--- config.mk ---
export PLATFORM = sky130hd
export DESIGN_NAME = stream_dedup_compact_top
export DESIGN_NICKNAME = d
export VERILOG_FILES = /design/src/hw/rtl/sdc_pkg.sv /design/src/hw/rtl/sdc_cell.sv /design/src/hw/rtl/sdc_chain.sv /design/src/hw/rtl/stream_dedup_compact_top.sv
export VERILOG_INCLUDE_DIRS = /design/src /design/src/hw/rtl
export SDC_FILE = /design/constraint.sdc
export NUM_CORES = 1
export LEC_CHECK = 0
export BUFFER_PORTS_ARGS = -buffer_cell sky130_fd_sc_hd__buf_2
export CORE_MARGIN = 2
export CORE_UTILIZATION = 45
export DETAILED_ROUTE_END_ITERATION = 8
export HOLD_SLACK_MARGIN = 0.02
export SYNTH_ARGS = -nofsm -noshare
export SYNTH_HDL_FRONTEND = slang
export SYNTH_SLANG_ARGS = --single-unit
--- constraint.sdc ---
create_clock -name clk -period 25.3 [get_ports clk]
set_clock_uncertainty 0.15 [all_clocks]
set_input_delay 1.265 -clock clk [delete_from_list [all_inputs] [get_ports clk]]
set_output_delay 1.265 -clock clk [all_outputs]
set_load 0.005 [all_outputs]
--- src/hw/rtl/stream_dedup_compact_top_defines.svh ---
// Assertion macros for the stream dedup block.
// Used by stream_dedup_compact_top.sv; depends on nothing else.
`ifndef STREAM_DEDUP_COMPACT_TOP_DEFINES_SVH
`define STREAM_DEDUP_COMPACT_TOP_DEFINES_SVH

// Same-cycle implication, checked outside reset
`define SDC_ASSERT_IMP(label, clk, rst_n, ante, cons) \
  label: assert property (@(posedge clk) disable iff (!rst_n) (ante) |-> (cons)) \
    else $error("sdc same-cycle check failed");

// Next-cycle implication, checked outside reset
`define SDC_ASSERT_NXT(label, clk, rst_n, ante, cons) \
  label: assert property (@(posedge clk) disable iff (!rst_n) (ante) |=> (cons)) \
    else $error("sdc next-cycle check failed");

`endif

--- src/hw/rtl/sdc_pkg.sv ---
// Shared types and constants for the stream dedup block.
// No dependencies.
package sdc_pkg;

  // data word width of the stream
  localparam int unsigned WORD_W = 32;

  typedef logic [WORD_W-1:0] word_t;

  // broadcast from the sequencer to every cell in the chain
  typedef struct packed {
    logic  shift;  // push word into cell 0, every cell takes its neighbor
    word_t word;   // compare probe, also the value pushed in
  } cell_ctrl_t;

endpackage

--- src/hw/rtl/sdc_cell.sv ---
// One storage cell of the kept-value chain: holds a word, compares it.
// Depends on sdc_pkg.
module sdc_cell (
  input  logic                clk,
  input  sdc_pkg::cell_ctrl_t ctrl,
  input  logic                occupied,
  input  sdc_pkg::word_t      prev_value,
  output sdc_pkg::word_t      value,
  output logic                hit
);

  sdc_pkg::word_t value_r;

  // shift from the neighbor when a new word is kept
  always_ff @(posedge clk) begin
    if (ctrl.shift) begin
      value_r <= prev_value;
    end
  end

  assign value = value_r;
  assign hit   = occupied && (value_r == ctrl.word);

endmodule

--- src/hw/rtl/sdc_chain.sv ---
// Row of sdc_cell instances; newest word enters cell 0, older ones move up.
// Depends on sdc_pkg and sdc_cell.
module sdc_chain #(
  parameter int unsigned DEPTH = 16,
  parameter int unsigned CNT_W = 5
) (
  input  logic                clk,
  input  sdc_pkg::cell_ctrl_t ctrl,
  input  logic [CNT_W-1:0]    kept_count,
  output logic                any_hit
);

  sdc_pkg::word_t       values [DEPTH];
  logic [DEPTH-1:0]     hits;

  genvar i;
  generate
    for (i = 0; i < DEPTH; i++) begin : g_cell
      sdc_pkg::word_t prev;
      logic           occ;

      // cell i holds a kept word when i is below the count
      assign occ = (CNT_W'(i) < kept_count);

      if (i == 0) begin : g_head
        assign prev = ctrl.word;
      end else begin : g_body
        assign prev = values[i-1];
      end

      sdc_cell u_cell (
        .clk        (clk),
        .ctrl       (ctrl),
        .occupied   (occ),
        .prev_value (prev),
        .value      (values[i]),
        .hit        (hits[i])
      );
    end
  endgenerate

  assign any_hit = |hits;

endmodule

--- src/hw/rtl/stream_dedup_compact_top.sv ---
// Top level of the stream dedup block: sequencer, counters, output register.
// Depends on sdc_pkg, sdc_chain and stream_dedup_compact_top_defines.svh.
//
//  channel | ports                                         | dir
//  --------+-----------------------------------------------+-----
//  in      | in_valid, in_stall, in_value, in_last          | in
//  out     | out_valid, out_stall, out_result_value,        | out
//          | out_final_res, out_overflow                    |
//
// Each word is accepted, compared against the cell chain and, when kept,
// emitted; the last word also emits its zero beats (each pad, or the lone
// marker); the sequencer handles one word at a time, stalling the input.
// Output stalls hold the sequencer in its emit states.
// rst_n is synchronous; it clears the item and kept counters, sequencer and output valid.
`include "stream_dedup_compact_top_defines.svh"

module stream_dedup_compact_top #(
  parameter int unsigned MAX_ITEMS = 16
) (
  input  logic               clk,
  input  logic               rst_n,
  input  logic               in_valid,
  output logic               in_stall,
  input  logic signed [31:0] in_value,
  input  logic               in_last,
  output logic               out_valid,
  input  logic               out_stall,
  output logic signed [31:0] out_result_value,
  output logic               out_final_res,
  output logic               out_overflow
);

  localparam int unsigned CNT_W = $clog2(MAX_ITEMS + 1);

  typedef enum logic [1:0] {
    S_IDLE,
    S_EVAL,
    S_NEWV,
    S_PADS
  } state_t;

  state_t               state_r;
  sdc_pkg::word_t       item_value_r;
  logic                 item_last_r;
  logic [CNT_W-1:0]     item_count_r;
  logic [CNT_W-1:0]     kept_count_r;
  logic                 seq_ovf_r;
  logic [CNT_W-1:0]     pad_cnt_r;
  logic                 emit_ovf_r;
  logic                 out_valid_r;
  sdc_pkg::word_t       out_value_r;
  logic                 out_final_r;
  logic                 out_ovf_r;

  sdc_pkg::cell_ctrl_t  ctrl;
  logic                 any_hit;
  logic                 in_fire;
  logic                 out_free;
  logic                 emit;
  logic                 room;
  logic                 is_new;
  logic [CNT_W-1:0]     item_count_nxt;
  logic [CNT_W-1:0]     kept_count_nxt;
  logic                 seq_ovf_nxt;

  assign in_stall = (state_r != S_IDLE);
  assign in_fire  = in_valid && !in_stall;
  assign out_free = !out_valid_r || !out_stall;
  // a new beat loads the output register this cycle
  assign emit     = out_free && ((state_r == S_NEWV) || (state_r == S_PADS));

  // membership test and counter update for the word under evaluation
  assign room           = (item_count_r < CNT_W'(MAX_ITEMS));
  assign is_new         = room && (item_value_r != '0) && !any_hit;
  assign item_count_nxt = room ? item_count_r + CNT_W'(1) : item_count_r;
  assign kept_count_nxt = is_new ? kept_count_r + CNT_W'(1) : kept_count_r;
  assign seq_ovf_nxt    = seq_ovf_r || !room;

  assign ctrl.shift = (state_r == S_EVAL) && is_new;
  assign ctrl.word  = item_value_r;

  sdc_chain #(
    .DEPTH (MAX_ITEMS),
    .CNT_W (CNT_W)
  ) u_chain (
    .clk        (clk),
    .ctrl       (ctrl),
    .kept_count (kept_count_r),
    .any_hit    (any_hit)
  );

  // sequencer, counters and output register
  always_ff @(posedge clk) begin
    if (!rst_n) begin
      state_r      <= S_IDLE;
      item_count_r <= '0;
      kept_count_r <= '0;
      seq_ovf_r    <= 1'b0;
      out_valid_r  <= 1'b0;
    end else begin
      if (!out_stall && !emit) begin
        out_valid_r <= 1'b0;
      end
      unique case (state_r)
        S_IDLE: begin
          if (in_fire) begin
            item_value_r <= in_value;
            item_last_r  <= in_last;
            state_r      <= S_EVAL;
          end
        end
        S_EVAL: begin
          pad_cnt_r  <= item_count_nxt - kept_count_nxt;
          emit_ovf_r <= seq_ovf_nxt;
          if (item_last_r) begin
            // sequence ends: start the next one from empty
            item_count_r <= '0;
            kept_count_r <= '0;
            seq_ovf_r    <= 1'b0;
          end else begin
            item_count_r <= item_count_nxt;
            kept_count_r <= kept_count_nxt;
            seq_ovf_r    <= seq_ovf_nxt;
          end
          priority if (is_new) begin
            state_r <= S_NEWV;
          end else if (item_last_r) begin
            state_r <= S_PADS;
          end else begin
            state_r <= S_IDLE;
          end
        end
        S_NEWV: begin
          if (out_free) begin
            out_valid_r <= 1'b1;
            out_value_r <= item_value_r;
            out_final_r <= item_last_r && (pad_cnt_r == '0);
            out_ovf_r   <= item_last_r && (pad_cnt_r == '0) && emit_ovf_r;
            state_r     <= (item_last_r && (pad_cnt_r != '0)) ? S_PADS : S_IDLE;
          end
        end
        S_PADS: begin
          // zero pads; with none deferred a single marked zero goes out
          if (out_free) begin
            out_valid_r <= 1'b1;
            out_value_r <= '0;
            out_final_r <= (pad_cnt_r <= CNT_W'(1));
            out_ovf_r   <= (pad_cnt_r <= CNT_W'(1)) && emit_ovf_r;
            if (pad_cnt_r <= CNT_W'(1)) begin
              state_r <= S_IDLE;
            end else begin
              pad_cnt_r <= pad_cnt_r - CNT_W'(1);
            end
          end
        end
        default: state_r <= S_IDLE;
      endcase
    end
  end

  assign out_valid        = out_valid_r;
  assign out_result_value = out_value_r;
  assign out_final_res    = out_final_r;
  assign out_overflow     = out_ovf_r;

  // checks
  `SDC_ASSERT_IMP(a_kept_le_items, clk, rst_n, 1'b1, kept_count_r <= item_count_r)
  `SDC_ASSERT_IMP(a_items_le_max, clk, rst_n, 1'b1, item_count_r <= CNT_W'(MAX_ITEMS))
  `SDC_ASSERT_IMP(a_ovf_on_final, clk, rst_n, out_valid_r && out_ovf_r, out_final_r)
  `SDC_ASSERT_NXT(a_accept_evals, clk, rst_n, in_fire, state_r == S_EVAL)

endmodule

==> impl_metrics.py <==
metrics = {
    "sta": {
        "fin_hold_ws_ns": 0.300,
        "fin_crit_sh_pct": 24.1,
        "max-slew-margin-rel_pct": 20.6,
        "max_slew.worst_pin.slew_ns": 1.19,
        "fmax_ghz": 0.164,
        "setup_viol": 0,
        "fin_ws_ns": 19.20,
        "rsz0062_at_grt": "false",
        "layout_min_cycle_time_ns": 6.11,
        "slew_viol_final": 0,
        "hold_viol": 0,
        "tns_ns": 0,
    },
    "worst_setup_path": {
        "critical_path.max_fanout": 200,
        "crit_path_start_kind": "flip-flop",
        "r2r_end": "u_chain.g_cell[5].u_cell.value[22]$_DFFE_PP_",
        "crit_arrival_ns": 6.18,
        "ff2ff_path_depth": 8,
        "required_ns": 25.38,
        "endpoint_kind": "flip-flop",
        "rrSetupSlack_ns": 19.20,
        "crit_type": "reg -> reg",
        "worstReg2RegStart": "kept_count_r[4]$_SDFFE_PN0P_",
    },
    "synth": {
        "syn-cell-area_sq_um": 25500,
        "synth.avg_cell_area_sq_um": 16.1,
        "ys_warn_count": 0,
        "yosysSeqAreaShare_pct": 70.1,
        "synth_nets": 1625,
        "yosysTopAreaCell": "edfxtp_1",
        "synth_seq_cells": 599,
        "synth.top_cells.by_count": "585 x edfxtp_1, 342 x xnor2_1, 182 x xor2_1",
        "synth_top_area_share_pct": 69.0,
        "synth_area_leaders": "edfxtp_1 69%, xnor2_1 12%, xor2_1 6.3%",
        "synth_ff_type": "edfxtp_1",
        "yosysMostFrequentCell": "edfxtp_1",
        "syn_inst": 1578,
        "synth_edf_count": 585,
        "yosysUniqueCellTypes": 50,
        "async_flop_share_pct": 0,
    },
    "min_path": {
        "whs_path_depth": 0,
        "hp-start": "u_chain.g_cell[5].u_cell.value[15]$_DFFE_PP_",
        "hp-class": "reg -> reg",
        "worst_hold_path.endpoint": "u_chain.g_cell[6].u_cell.value[15]$_DFFE_PP_",
    },
    "placement": {
        "pre_cts_ws_ns": 19.33,
        "hpwl_mm": 42.9,
        "gp_congestion": 0.838,
        "port_buffers": 72,
        "placed_cell_area_sq_um": 26400,
    },
    "route": {
        "viasPerCell": 5.35,
        "met1Wirelength_mm": 24.9,
        "highest_layer": "met4",
        "route.detailed.drc": 0,
        "dr_wl_met3_mm": 2.82,
        "antenna_left": 0,
        "wl_met2_mm": 34.4,
        "routed_wl_mm": 64.7,
        "drt-initial-drc-count": 1241,
        "wl_per_cell_um": 26.1,
        "vias": 13284,
        "detail_route.first_pass.iterations": 5,
    },
    "cts": {
        "cts_buffers": 61,
        "clkSinkCount": 599,
        "postCtsHoldBufs": 0,
        "cts_resized": 0,
        "cts_tree": "yes",
        "clk_path_buf_depth": 3,
        "cts_root_buffer": "clkbuf_16",
        "clk_pin_slew_ns": 0.06,
        "postCtsSetupBuffers": 0,
        "clock_latency_ns": 0.63,
        "htreeDepth": 2,
    },
    "die": {
        "num_io_pins": 73,
        "die_h_um": 242,
        "fp-row-count": 87,
        "initial_utilization_pct": 45.3,
        "dieArea_sq_um": 58500,
        "coreArea_sq_um": 56200,
        "die_w_um": 242,
    },
    "status": {
        "status": "finished, final reports clean",
    },
    "pwr": {
        "power.total_mw": 2.53,
        "p_per_area_nw_per_um2": 89.3,
        "p_leak_nw": 9.02,
        "ir_worst_vdd_uv": 61.6,
    },
    "finish": {
        "fin_nets": 1720,
        "drive_gt1_share_pct": 12.0,
        "n_antenna_cell": 0,
        "area_growth_pct": 11.2,
        "ff_latch_area_sq_um": 17800,
        "multi_input_area_sq_um": 6890,
        "fin_area_sq_um": 28300,
        "fillers": 4724,
    },
    "global_routing": {
        "overflow": 0,
        "grt_pass1_wl_mm": 93.0,
        "first_global_vias": 13957,
        "track_usage_pct": 22.1,
        "antenna_found_initial": 0,
        "grt_max_degree": 201,
    },
    "job": {
        "maxCapViolCount": 0,
    },
}
==> where the power goes <==
group | internal [mW] | switching, mW | total, mW
logic | 0.105 | 0.183 | 0.289
clock network | 0.494 | 0.382 | 0.876
registers | 1.27 | 0.0882 | 1.36
total | 1.87 | 0.653 | 2.53
==> layout by cell type, fill, tap and decap left out, types with 16 or more instances in the layout <==
cell type | Yosys | final
edfxtp_1 | 585 | 585
xnor2_1 | 342 | 342
xor2_1 | 182 | 182
nand4_1 | 95 | 95
buf_2 | 2 | 72
nor4_1 | 62 | 62
clkbuf_16 | 0 | 61
buf_4 | 27 | 38
and2_1 | 34 | 34
nor3_1 | 26 | 26
nand2_1 | 22 | 22
nor2_1 | 22 | 20
nand3_1 | 18 | 18
a21oi_1 | 18 | 17
clkinv_1 | 1 | 16
==> routing by layer <==
layer	vias up	GRT usage [%]
li1	6005	-
met1	6776	25.8
met2	373	40.5
met3	130	3.31
met4	0	9.08
met5	-	0
==> logic make-up (layout without fill, tap and decap cells) <==
logic type	Yosys count	after routing	synth area share, %
multiplexers	3	3	0.123
AO/OA/AOI/OAI	55	55	1.45
flip-flops	599	599	70.1
adder cells (fa/ha/maj)	10	10	0.521
AND/OR/NAND/NOR	301	301	6.85
XOR/XNOR	524	524	18.0
buffers and inverters	86	233	2.91
==> registers in the layout, summed over array words and instances, names as in the netlist <==
name	flops
item_value_r	32
item_last_r	1
out_final_res	1
pad_cnt_r	5
out_valid	1
out_overflow	1
state_r	2
out_result_value	32
item_count_r	5
emit_ovf_r	1
kept_count_r	5
seq_ovf_r	1
u_chain.g_cell.u_cell.value	512
==> critical path: stages (launching register included) <==
cell and delay (ns):
dfxtp_1 0.51, or3_1 0.63, o2111ai_1 0.45, nand3_1 0.21, nor3_1 0.63, nand3_1 0.36
nor2_4 0.74, buf_12 0.74, buf_4 0.91
==> final cells by class <==
cell class,instances,area share [%]
Sequential cell,599,63.1
Multi-Input combinational cell,893,24.3
Clock buffer,75,5.58
Tap cell,756,3.34
Timing Repair Buffer,111,2.35
Clock inverter,40,1.23
Inverter,7,0.0928
==> metrics by stage <==
stage,instances,util (%)
6_report,2481,50.4
5_1_grt,2481,50.4
4_1_cts,2481,50.4
3_5_place_dp,2366,47.0
3_3_place_gp,2366,47.0
2_1_floorplan,1578,-
==> worst max path at each step <==
stage / start / endpoint / slack (ns)
after global routing: kept_count_r[2]$_SDFFE_PN0P_ / u_chain.g_cell[8].u_cell.value[0]$_DFFE_PP_ / 18.91
after CTS: kept_count_r[4]$_SDFFE_PN0P_ / u_chain.g_cell[8].u_cell.value[6]$_DFFE_PP_ / 19.32
after detailed placement: kept_count_r[4]$_SDFFE_PN0P_ / u_chain.g_cell[8].u_cell.value[2]$_DFFE_PP_ / 19.33
final: kept_count_r[4]$_SDFFE_PN0P_ / u_chain.g_cell[5].u_cell.value[22]$_DFFE_PP_ / 19.20
after floorplan: item_value_r[18]$_DFFE_PP_ / u_chain.g_cell[0].u_cell.value[0]$_DFFE_PP_ / 0.81
after global placement: kept_count_r[4]$_SDFFE_PN0P_ / u_chain.g_cell[8].u_cell.value[15]$_DFFE_PP_ / 19.41
Power figures use the tool's default switching activity.
